<file path="config.mk">
export PLATFORM = sky130hd
export DESIGN_NAME = ogu_ctrl
export DESIGN_NICKNAME = d
export VERILOG_FILES = /design/src/rtl/ogu_pkg.sv /design/src/rtl/ogu_ctrl.sv
export SDC_FILE = /design/constraint.sdc
export NUM_CORES = 1
export LEC_CHECK = 0
export ABC_AREA = 1
export ABC_CLOCK_PERIOD_IN_PS = 1450
export BUFFER_PORTS_ARGS = -buffer_cell sky130_fd_sc_hd__buf_2
export CORE_AREA = 4 4 41 43
export DETAILED_ROUTE_END_ITERATION = 8
export DIE_AREA = 0 0 45 47
export GPL_TIMING_DRIVEN = 0
export SLEW_MARGIN = 20
export SYNTH_ARGS = -nofsm -noshare
export SYNTH_HDL_FRONTEND = slang
export SYNTH_SLANG_ARGS = --single-unit
</file>
<file path="constraint.sdc">
create_clock -name clock -period 1.45 [get_ports clock]
set_input_delay 0.0725 -clock clock [delete_from_list [all_inputs] [get_ports clock]]
set_output_delay 0.0725 -clock clock [all_outputs]
set_load 0.01 [all_outputs]
</file>
<file path="src/rtl/ogu_pkg.sv">
// Package: shared constants, types and helpers of the occupancy grid update block
package ogu_pkg;

   localparam int CELLS_PER_BLOCK      = 16;
   localparam int MAX_BLOCKS_DEF       = 64;
   localparam int BLOCK_COORD_BITS_DEF = 12;

   localparam logic [31:0] GRID_SCALE_RESET     = 32'd1048576;
   localparam logic [14:0] LOG_ODDS_LIMIT_RESET = 15'd32767;

   localparam int CSR_INDEX_BITS = 1;
   localparam logic [CSR_INDEX_BITS-1:0] CSR_GRID_SCALE     = 1'b0;
   localparam logic [CSR_INDEX_BITS-1:0] CSR_LOG_ODDS_LIMIT = 1'b1;

   localparam logic [1:0] STATUS_UPDATED  = 2'd0;
   localparam logic [1:0] STATUS_NEW      = 2'd1;
   localparam logic [1:0] STATUS_FULL     = 2'd2;
   localparam logic [1:0] STATUS_RANGE    = 2'd3;

   // Controller to datapath commands
   typedef struct packed {
      logic load;        // capture request, start scaling multiply
      logic split;       // form block / cell coordinates, range check
      logic key;         // squaring for the key
      logic search;      // compare one table slot
      logic alloc;       // allocate new slot
      logic rd;          // issue cell read
      logic wr;          // saturate and write back
      logic respond;     // drive result strobe
      logic clear;       // clear one cell during reset sweep
   } ctrl_type;

   // Datapath to controller status
   typedef struct packed {
      logic out_range;
      logic hit;
      logic last_slot;
      logic full;
      logic empty;
      logic clear_done;
   } stat_type;

endpackage

</file>
<file path="src/rtl/ogu_ctrl.sv">
// Controller state machine of the occupancy grid update block
module ogu_ctrl import ogu_pkg::*; (
   input  logic     clock,
   input  logic     reset,
   input  logic     start,
   output logic     busy,
   input  stat_type stat,
   output ctrl_type ctrl
);
   localparam logic [3:0] S_CLEAR  = 4'd0;
   localparam logic [3:0] S_IDLE   = 4'd1;
   localparam logic [3:0] S_MUL    = 4'd2;
   localparam logic [3:0] S_SPLIT  = 4'd3;
   localparam logic [3:0] S_KEY    = 4'd4;
   localparam logic [3:0] S_SEARCH = 4'd5;
   localparam logic [3:0] S_RD     = 4'd6;
   localparam logic [3:0] S_WAIT   = 4'd7;
   localparam logic [3:0] S_WR     = 4'd8;
   localparam logic [3:0] S_RSP    = 4'd9;

   logic [3:0] state_ff, state_in;

   always_ff @(posedge clock) begin
      if (reset) begin
         state_ff <= S_CLEAR;
      end else begin
         state_ff <= state_in;
      end
   end

   // next state and commands
   always_comb begin
      state_in = state_ff;
      ctrl     = '0;
      busy     = 1'b1;
      case (state_ff)
         S_CLEAR: begin
            ctrl.clear = 1'b1;
            if (stat.clear_done) begin
               state_in = S_IDLE;
            end
         end
         S_IDLE: begin
            busy = 1'b0;
            if (start) begin
               ctrl.load = 1'b1;
               state_in  = S_MUL;
            end
         end
         // product registers at the end of this cycle
         S_MUL: begin
            state_in = S_SPLIT;
         end
         S_SPLIT: begin
            ctrl.split = 1'b1;
            state_in   = S_KEY;
         end
         S_KEY: begin
            if (stat.out_range) begin
               state_in = S_RSP;
            end else begin
               ctrl.key = 1'b1;
               state_in = S_SEARCH;
            end
         end
         S_SEARCH: begin
            if (stat.empty) begin
               if (stat.full) begin
                  state_in = S_RSP;
               end else begin
                  ctrl.alloc = 1'b1;
                  state_in   = S_RD;
               end
            end else begin
               ctrl.search = 1'b1;
               if (stat.hit) begin
                  state_in = S_RD;
               end else if (stat.last_slot) begin
                  if (stat.full) begin
                     state_in = S_RSP;
                  end else begin
                     ctrl.alloc = 1'b1;
                     state_in   = S_RD;
                  end
               end
            end
         end
         S_RD: begin
            ctrl.rd  = 1'b1;
            state_in = S_WAIT;
         end
         S_WAIT: begin
            state_in = S_WR;
         end
         S_WR: begin
            ctrl.wr  = 1'b1;
            state_in = S_RSP;
         end
         S_RSP: begin
            ctrl.respond = 1'b1;
            state_in     = S_IDLE;
         end
         default: begin
            state_in = S_IDLE;
         end
      endcase
   end
endmodule

</file>
== Yosys cells after proc, flatten, opt, wreduce, memory -nomap -nowiden ==
Cells that the tools add are included.

* Register bits after elaboration: 4
* Output and inout bits: 10

* Equal/unequal tests: 12
* Muxes and demuxes: 24
* Reduce and logical (&&, ||, !) cells: 2

{| class="wikitable"
|+ Operators by type and width
! operator !! count
|-
| case mux 4 bit (9 select lines) || 1
|-
| 2-to-1 mux 4 bit || 7
|-
| == test 4 x 3 -> 1 bit (second input constant) || 4
|-
| 2-to-1 mux 1 bit || 15
|-
| == test 4 x 2 -> 1 bit (second input constant) || 2
|-
| == test 4 bit (second input constant) || 2
|-
| == test 4 x 1 -> 1 bit (second input constant) || 1
|-
| zero test 4 bit || 1
|-
| != test 2 bit (second input constant) || 2
|-
| != test 4 bit (second input constant) || 1
|-
| AND reduction 3 bit || 1
|-
| 2-to-1 mux 2 bit || 1
|}

== Logic depth before layout (Yosys ltp) ==
Gate-level depths: netlist (run 1).

* Word-level depth: 5
* Mapped depth: 8

== Worst setup path before layout (run 1) ==
OpenSTA, ideal clock, no wires.

* Path kind: flip-flop to flip-flop
* From: register state_ff[2]
* To: register state_ff[1]
* Arrival time: 934 ps
* Data required time: 1335 ps
* Setup slack: 401 ps
* Cell stages (with the launch flop): 6
* Path through: dfxtp_1 nor2_1 nand2_1 nor2_1 nand3b_1 nor3_1

* Word-level cells in the longest chain between the ends: 3
* Elaborated cells between the ends (all ways): 14
* Classes of those cells: eq/ne: 11; mux: 1; reduce/logical: 2

{| class="wikitable"
|+ RTL lines
! item !! RTL line !! RTL
|-
| from (decl) || ogu_ctrl.sv:21 || <nowiki>logic [3:0] state_ff, state_in;</nowiki>
|-
| from (signal assigned) || ogu_ctrl.sv:27 || <nowiki>state_ff <= state_in;</nowiki>
|-
| == test 4 x 3 -> 1 bit, or another cell as far along || ogu_ctrl.sv:36 || <nowiki>case (state_ff)</nowiki>
|-
| != test 4 bit (no source line) / != test 2 bit (equally long branches) || - ||
|-
| AND reduction 3 bit (no source line) || - ||
|}

Parallel ways exist; a longest one is shown, timed or not.
A chain may end at the register's enable or synchronous reset.

==> summary.txt, run 1 <==
slowest stage delay, CP = 400 ps
Final nets = 97
status = complete, no violations
first-pass GRT wire length = 1480 um
CTS buffer count = 3
H-Tree Depth = 1
die area = 2120 um2
post-DR vias/cell = 4.35
Post-CTS Setup Bufs = 0
Setup Skew = 4.21 ps
Pre-Repair DR Iteration Count = 2
RePlAce Congestion = 0.732
critical path startpoint category = flop
RSZ-0062 raised after global routing = false
global route overflow = 0
ys async rst share = 0
share of layout cells above drive strength 1 = 0.349
YS warnings = 0
pwr dens = 766 nW/um2
synthesized area = 358 um2
Crit Path Max Fanout = 5
Met1 Wirelength = 397 um
largest net degree at the start of global routing = 6
DRC = 0
hold_buf cts = 0
Avg Cell Area, Syn = 5.51 um2
clock-pin slew on the worst setup and hold paths = 40 ps
min cycle time layout = 1280 ps
kind of capture point of the worst setup path = primary output
CTS root buf = clkbuf_4
num ports = 19
clock tree sinks = 4
CTS tree = yes
synth-to-layout area growth = 36.7%
f_max = 780 MHz
Post-DRT Antenna Nets = 0
vias in the first global route = 381
#FFs+latches synth = 4
Die Ht = 47 um
cell accounting for the most synthesized area = dfxtp_1
top cell type's share of synthesized area = 0.224
DR iter-0 viols = 2
crit path buf inv count = 2
crit path from = state_ff[0]$_SDFFE_PP0P_
Lkg Pwr = 0.285 nW
DRT Wirelength = 836 um
Starting Density = 0.275
met2 wire len = 360 um
total power = 0.375 mW
Critical Path AT = 1210 ps
clock latency at the later pin of the worst-skew pair = 240 ps
synth top area cells = dfxtp_1 22%, nand2_1 15%, nor2_1 12%, inv_1 10%, nor3_1 8.4%
Routed WL per cell = 8.28 um
period utilisation layout = 0.884
Least-Margin Pin Slew = 230 ps
maxcap violations = 0
Synth Flop Type = dfxtp_1
worst hold start = reset
kind of critical path = flop to primary output
Row Count = 13
Pins Over Slew Limit = 0
fin worst setup slack = 168 ps
WL met3 = 78 um
biggest regs = state_ff (4)
initial antenna violation count = 0
Antenna Cells = 0
Top Layer Used = met3
Syn Inst Count = 65
number of synthesized flops with an enable pin = 0
via count = 439
HP Class = primary input to flop
HPWL Detailed = 723 um
CTS resizes = 0
Final Hold Viols = 0
count leader, synth = nand2_1
core area = 1300 um2
accumulated negative setup slack = 0 ps
max FFs per register = 4
post-synth cell types = 16
die span in x = 45 um
Top delay family on crit path = flip-flops
hold_ws = 33.8 ps
dpl ws = 255 ps
RR Startpoint = state_ff[2]$_SDFFE_PP0P_
Max clock buf depth = 2
total track usage = 0.0940
worst endpoint required time = 1380 ps
syn nets = 74
Port Buffers = 18
endpoints failing setup = 0
critical-path cell list = nand2_2, inv_2, nand2_1, nor3_1, buf_2
sequential share of the synthesized area = 0.224
Slew headroom = 0.846
CP max stage cell = dfxtp_1
Biggest register = state_ff
VDD IR max = 0.000514 V
Commonest cells post-synth = 14 x nand2_1, 11 x nor2_1, 10 x inv_1
Final Util = 0.376
## logic make-up after synthesis
| logic type | count (synthesis) | share of synthesized area |
|---|---|---|
| flops | 4 | 0.224 |
| buf+inv | 13 | 0.136 |
| simple gates | 42 | 0.556 |
| compound gates | 6 | 0.0839 |
## metrics by stage
step | cells | instance area [um2]
after global routing | 101 | 489
after detailed placement | 98 | 467
after CTS | 101 | 489
after floorplan | 65 | 358
after global placement | 98 | 467
final | 101 | 489
## worst paths after layout
kind	to	slack (ps)	cells past startpoint
setup reg to reg	state_ff[3]$_SDFFE_PP0P_	260	5
hold / removal	state_ff[2]$_SDFFE_PP0P_	30	2
setup / recovery	ctrl[4]	170	5
hold reg to reg	state_ff[0]$_SDFFE_PP0P_	620	3
## final cells by class
cell class / count / area, um2
clock buffers: 3 / 22.5
fillers: 147 / 812
inverters: 13 / 48.8
multi-input cells: 48 / 229
flip-flops and latches: 4 / 80.1
well taps: 15 / 18.8
repair buffers: 18 / 90.1
## worst register-to-register path, cell delays in order, from the launching register on
cell      delay (ps)
dfxtp_1          340
nor2_1           230
nand2_1          110
nor2_1           170
nand3b_1         160
nor3_1            60
## power by group
group / switching (mW) / total (mW) / internal [mW]
logic: 0.0665 / 0.110 / 0.0437
clock network: 0.0460 / 0.139 / 0.0926
registers: 0.00855 / 0.126 / 0.118
## layer usage
metal  vias up  track usage
li1        244            -
met1       184        0.120
met2        11        0.141
met3         0       0.0498
met4         0       0.0175
met5         -            0
## cell usage in the layout (no fill, tap or decap)
cell type | Yosys | layout
inv_2 | 3 | 3
or2_1 | 1 | 1
nand3_1 | 3 | 3
a21oi_1 | 3 | 3
o21ai_0 | 2 | 2
nand2_2 | 3 | 3
buf_2 | 0 | 18
nor2_2 | 1 | 1
o21ai_1 | 1 | 1
nor3_1 | 6 | 6
inv_1 | 10 | 10
nand3_2 | 1 | 1
nor2_4 | 1 | 1
nand2_1 | 14 | 14
clkbuf_4 | 0 | 3
nor2_1 | 11 | 11
nand3b_1 | 1 | 1
dfxtp_1 | 4 | 4
No activity file was read; power rests on OpenSTA's default activity.
==> run 2, diff against run 1 <==
Settings changed: PLACE_DENSITY set to 0.61.
==> summary.txt, run 2 (same netlist as run 1, synthesis figures left out) <==
status = complete, no violations
grt peak-use layer = met2
f_max = 770 MHz (-1.2%)
Gate power share = 0.305 (+0.011)
slowest stage delay, CP = 390 ps (about the same)
max FFs per register = 4 (unchanged)
Die Ht = 47 um (unchanged)
critical path startpoint category = flop
Clock power frac = 0.358 (-0.012)
Final Util = 0.376 (unchanged)
Final Hold Viols = 0 (unchanged)
Routed WL per cell = 9.40 um (+14%)
min cycle time layout = 1300 ps (+15.7 ps)
maxcap violations = 0 (unchanged)
Starting Density = 0.275 (unchanged)
die span in x = 45 um (unchanged)
via count = 456 (+3.9%)
total power = 0.374 mW (-0.30%)
clock latency at the later pin of the worst-skew pair = 230 ps (about the same)
initial antenna violation count = 0 (unchanged)
CTS buffer count = 3 (unchanged)
endpoints failing setup = 0 (unchanged)
core area = 1300 um2 (unchanged)
Port Buffers = 18 (unchanged)
CTS tree = yes
H-Tree Depth = 1 (unchanged)
critical-path cell list = nand2_2, inv_2, nand2_1, nor3_1, buf_2
grt met2 use = 0.164 (+0.0226)
Worst Reg2Reg Path Length in Cells = 7 (+2)
accumulated negative setup slack = 0 ps (unchanged)
GRT met3 Usage = 0.0460 (-0.00383)
Reg power frac = 0.337 (about the same)
hold_buf cts = 0 (unchanged)
kind of capture point of the worst setup path = primary output
global route overflow = 0 (unchanged)
Max clock buf depth = 2 (unchanged)
Layout fillers = 164 (+12%)
Lkg Pwr = 0.285 nW (unchanged)
Psw = 0.120 mW (-0.73%)
Post-CTS Setup Bufs = 0 (unchanged)
post-DR vias/cell = 4.51 (+3.9%)
dpl ws = 258 ps (+2.96 ps)
pwr dens = 764 nW/um2 (-0.30%)
Final nets = 97 (unchanged)
RePlAce Congestion = 0.721 (-1.5%)
Row Count = 13 (unchanged)
commonest non-fill, non-tap cells in the layout = 18 x buf_2, 14 x nand2_1, 11 x nor2_1, 10 x inv_1, 6 x nor3_1
DR iter-0 viols = 10 (+8)
Biggest register = state_ff
CP max stage cell = dfxtp_1
commonest non-fill, non-tap cell in the layout = buf_2
worst endpoint required time = 1380 ps (about the same)
clock-pin slew on the worst setup and hold paths = 40 ps (about the same)
Antenna Cells = 0 (unchanged)
vias in the first global route = 392 (+2.9%)
DRC = 0 (unchanged)
Critical Path AT = 1230 ps (+20 ps)
die area = 2120 um2 (unchanged)
sw frac = 0.321 (-0.00141)
DRT Wirelength = 949 um (+14%)
total track usage = 0.105 (+0.0110)
Pins Over Slew Limit = 0 (unchanged)
Setup Skew = 5.18 ps (+0.966 ps)
period utilisation layout = 0.895 (+0.0108)
synth-to-layout area growth = 36.7% (unchanged)
HP Class = primary input to flop
internal power = 0.254 mW (about the same)
worst hold path depth = 2 (unchanged)
Slew headroom = 0.848 (+0.00205)
CTS resizes = 0 (unchanged)
biggest regs = state_ff (4)
CTS root buf = clkbuf_4
RSZ-0062 raised after global routing = false
num ports = 19 (unchanged)
HPWL Detailed = 813 um (+13%)
final instance area = 489 um2 (unchanged)
Pre-Repair DR Iteration Count = 2 (unchanged)
fin worst setup slack = 152 ps (-15.7 ps)
largest net degree at the start of global routing = 6 (unchanged)
Post-DRT Antenna Nets = 0 (unchanged)
kind of critical path = flop to primary output
Area after DPL = 467 um2 (unchanged)
share of layout cells above drive strength 1 = 0.349 (unchanged)
met1 usage = 0.129 (+0.00880)
Crit Path Max Fanout = 5 (unchanged)
first-pass GRT wire length = 1590 um (+7.5%)
clock tree sinks = 4 (unchanged)
Least-Margin Pin Slew = 227 ps (-3.07 ps)
VDD IR max = 0.000453 V (-12%)
run 2: cell counts in the layout (fill, tap and decap cells not counted):
Identical to the previous run, type by type.
run 2: stage by stage:
step | hold WS [ps] | cells
2_1_floorplan | 142 | 65
3_3_place_gp | 277 | 98
3_5_place_dp | 279 | 98
4_1_cts | 36.9 | 101
5_1_grt | 50.9 | 101
6_report | 47.4 | 101
run 2: worst paths after layout:
path | startpoint | end | slack (ps)
max | state_ff[0]$_SDFFE_PP0P_ | ctrl[4] | 150
min | reset | state_ff[2]$_SDFFE_PP0P_ | 50
max reg2reg | state_ff[3]$_SDFFE_PP0P_ | state_ff[0]$_SDFFE_PP0P_ | 260
min reg2reg | state_ff[0]$_SDFFE_PP0P_ | state_ff[0]$_SDFFE_PP0P_ | 640
run 2: worst max-delay path: cells and delay by family (launching register included):
kind	cells	cell delay [ps]
buffers and inverters	2	250
AND/OR/NAND/NOR	3	350
flip-flops	1	390
run 2: metal layers:
layer | vias up | share of wire
met1 | 194 | 0.47
li1 | 250 | -
met3 | 0 | 0.081
met5 | - | 0
met4 | 0 | 0
met2 | 12 | 0.45
run 2: area by class of cell:
type                            count  area [um2]  area share
Clock buffer                        3        22.5      0.0460
Sequential cell                     4        80.1       0.164
Multi-Input combinational cell     48         229       0.468
Timing Repair Buffer               18        90.1       0.184
Tap cell                           15        18.8      0.0384
Inverter                           13        48.8      0.0997
run 2: power groups by stage:
stage | clock network (mW) | registers (mW) | logic [mW]
after floorplan | 0 | 0.126 | 0.0755
after global placement | 0 | 0.128 | 0.112
after detailed placement | 0 | 0.127 | 0.114
after CTS | 0.140 | 0.126 | 0.115
after global routing | 0.151 | 0.128 | 0.130
final | 0.134 | 0.126 | 0.114
==> run 3, diff against run 2 <==
Settings changed: CORE_AREA 4 4 41 43 to unset, CORE_MARGIN set to 2, CORE_UTILIZATION set to 25, DIE_AREA 0 0 45 47 to unset, PLACE_DENSITY 0.61 to 0.59.
==> summary.txt, run 3 (same netlist as run 1, synthesis figures left out) <==
status = complete, no violations
clock latency at the later pin of the worst-skew pair = 230 ps (about the same)
pwr dens = 756 nW/um2 (-1.1%)
Max clock buf depth = 2 (unchanged)
placed cells = 98 (unchanged)
Biggest register = state_ff
accumulated negative setup slack = 0 ps (unchanged)
Starting Density = 0.272 (-0.00340)
CP max stage cell = dfxtp_1
CTS resizes = 0 (unchanged)
clock tree sinks = 4 (unchanged)
Post-CTS Setup Bufs = 0 (unchanged)
Post-DRT Antenna Nets = 0 (unchanged)
first-pass GRT wire length = 1500 um (-5.7%)
Row Count = 13 (unchanged)
Final Hold Viols = 0 (unchanged)
CTS root buf = clkbuf_4
largest net degree at the start of global routing = 6 (unchanged)
period utilisation layout = 0.890 (-0.00573)
slowest stage delay, CP = 410 ps (+20 ps)
VDD IR max = 0.000638 V (+41%)
global route overflow = 0 (unchanged)
worst endpoint required time = 1380 ps (about the same)
critical-path cell list = nand2_2, inv_2, nand2_1, nor3_1, buf_2
Crit Path Max Fanout = 5 (unchanged)
Pre-Repair DR Iteration Count = 4 (+2)
total power = 0.370 mW (-1.1%)
Routed WL per cell = 8.34 um (-11%)
HP Class = primary input to flop
DR iter-0 viols = 21 (+11)
die area = 1750 um2 (-17%)
vias in the first global route = 404 (+3.1%)
post-DR vias/cell = 4.44 (-1.8%)
H-Tree Depth = 1 (unchanged)
HPWL Detailed = 729 um (-10%)
crit path buf inv count = 2 (unchanged)
Critical Path AT = 1220 ps (about the same)
Least-Margin Pin Slew = 240 ps (+13.6 ps)
num ports = 19 (unchanged)
Pins Over Slew Limit = 0 (unchanged)
total track usage = 0.110 (+0.00485)
max FFs per register = 4 (unchanged)
initial antenna violation count = 0 (unchanged)
Port Buffers = 18 (unchanged)
Setup Skew = 3.71 ps (-1.47 ps)
die span in x = 41.8 um (-7.0%)
via count = 448 (-1.8%)
synth-to-layout area growth = 36.7% (unchanged)
Slew headroom = 0.839 (-0.00909)
CTS tree = yes
Die Ht = 41.8 um (-11%)
Final nets = 97 (unchanged)
critical path startpoint category = flop
RSZ-0062 raised after global routing = false
maxcap violations = 0 (unchanged)
Antenna Cells = 0 (unchanged)
commonest non-fill, non-tap cell in the layout = buf_2
Lkg Pwr = 0.285 nW (unchanged)
commonest non-fill, non-tap cells in the layout = 18 x buf_2, 14 x nand2_1, 11 x nor2_1, 10 x inv_1, 6 x nor3_1
DRT Wirelength = 842 um (-11%)
kind of capture point of the worst setup path = primary output
clock-pin slew on the worst setup and hold paths = 30 ps (about the same)
RePlAce Congestion = 0.751 (+4.2%)
endpoints failing setup = 0 (unchanged)
dpl ws = 234 ps (-23.4 ps)
share of layout cells above drive strength 1 = 0.349 (unchanged)
hold_buf cts = 0 (unchanged)
f_max = 775 MHz (+0.64%)
biggest regs = state_ff (4)
fin worst setup slack = 160 ps (+8.31 ps)
core area = 1320 um2 (+1.2%)
fin cells = 101 (unchanged)
min cycle time layout = 1290 ps (-8.31 ps)
Top delay family on crit path = flip-flops
CTS buffer count = 3 (unchanged)
kind of critical path = flop to primary output
DRC = 0 (unchanged)
==> run 3: cell counts in the layout (fill, tap and decap cells not counted) <==
Identical to the previous run, type by type.
==> run 3: power breakdown <==
part / switching, mW / internal, mW / total (mW) / leakage (nW)
logic: 0.0690 / 0.0437 / 0.113 / 0.238
registers: 0.00852 / 0.118 / 0.126 / 0.0326
clock network: 0.0389 / 0.0921 / 0.131 / 0.0138
total: 0.116 / 0.253 / 0.370 / 0.285
==> run 3: layout make-up <==
cell class	count	area (um2)
fillers	151	828
flip-flops and latches	4	80.1
clock buffers	3	22.5
inverters	13	48.8
repair buffers	18	90.1
well taps	15	18.8
multi-input cells	48	229
==> run 3: routing by layer <==
| metal | wire (um) | track usage |
|---|---|---|
| met1 | 410 | 0.135 |
| met2 | 372 | 0.175 |
| met3 | 60 | 0.0391 |
| met4 | 0 | 0.0387 |
| met5 | 0 | 0 |
==> run 3: per-stage QoR <==
step | cell area, um2 | hold slack [ps] | utilization
finish | 489 | 56.0 | 0.371
global route | 489 | 61.5 | 0.371
CTS | 489 | 48.4 | 0.371
detailed placement | 467 | 284 | 0.354
global placement | 467 | 278 | 0.354
floorplan | 358 | 142 | -
==> run 3: worst paths after layout <==
path / slack, ps / end / cells past startpoint / start
worst max-delay path: 160 / ctrl[4] / 5 / state_ff[2]$_SDFFE_PP0P_
worst min-delay path: 60 / state_ff[2]$_SDFFE_PP0P_ / 2 / reset
worst max register to register: 230 / state_ff[3]$_SDFFE_PP0P_ / 5 / state_ff[0]$_SDFFE_PP0P_
worst min register to register: 630 / state_ff[0]$_SDFFE_PP0P_ / 3 / state_ff[0]$_SDFFE_PP0P_
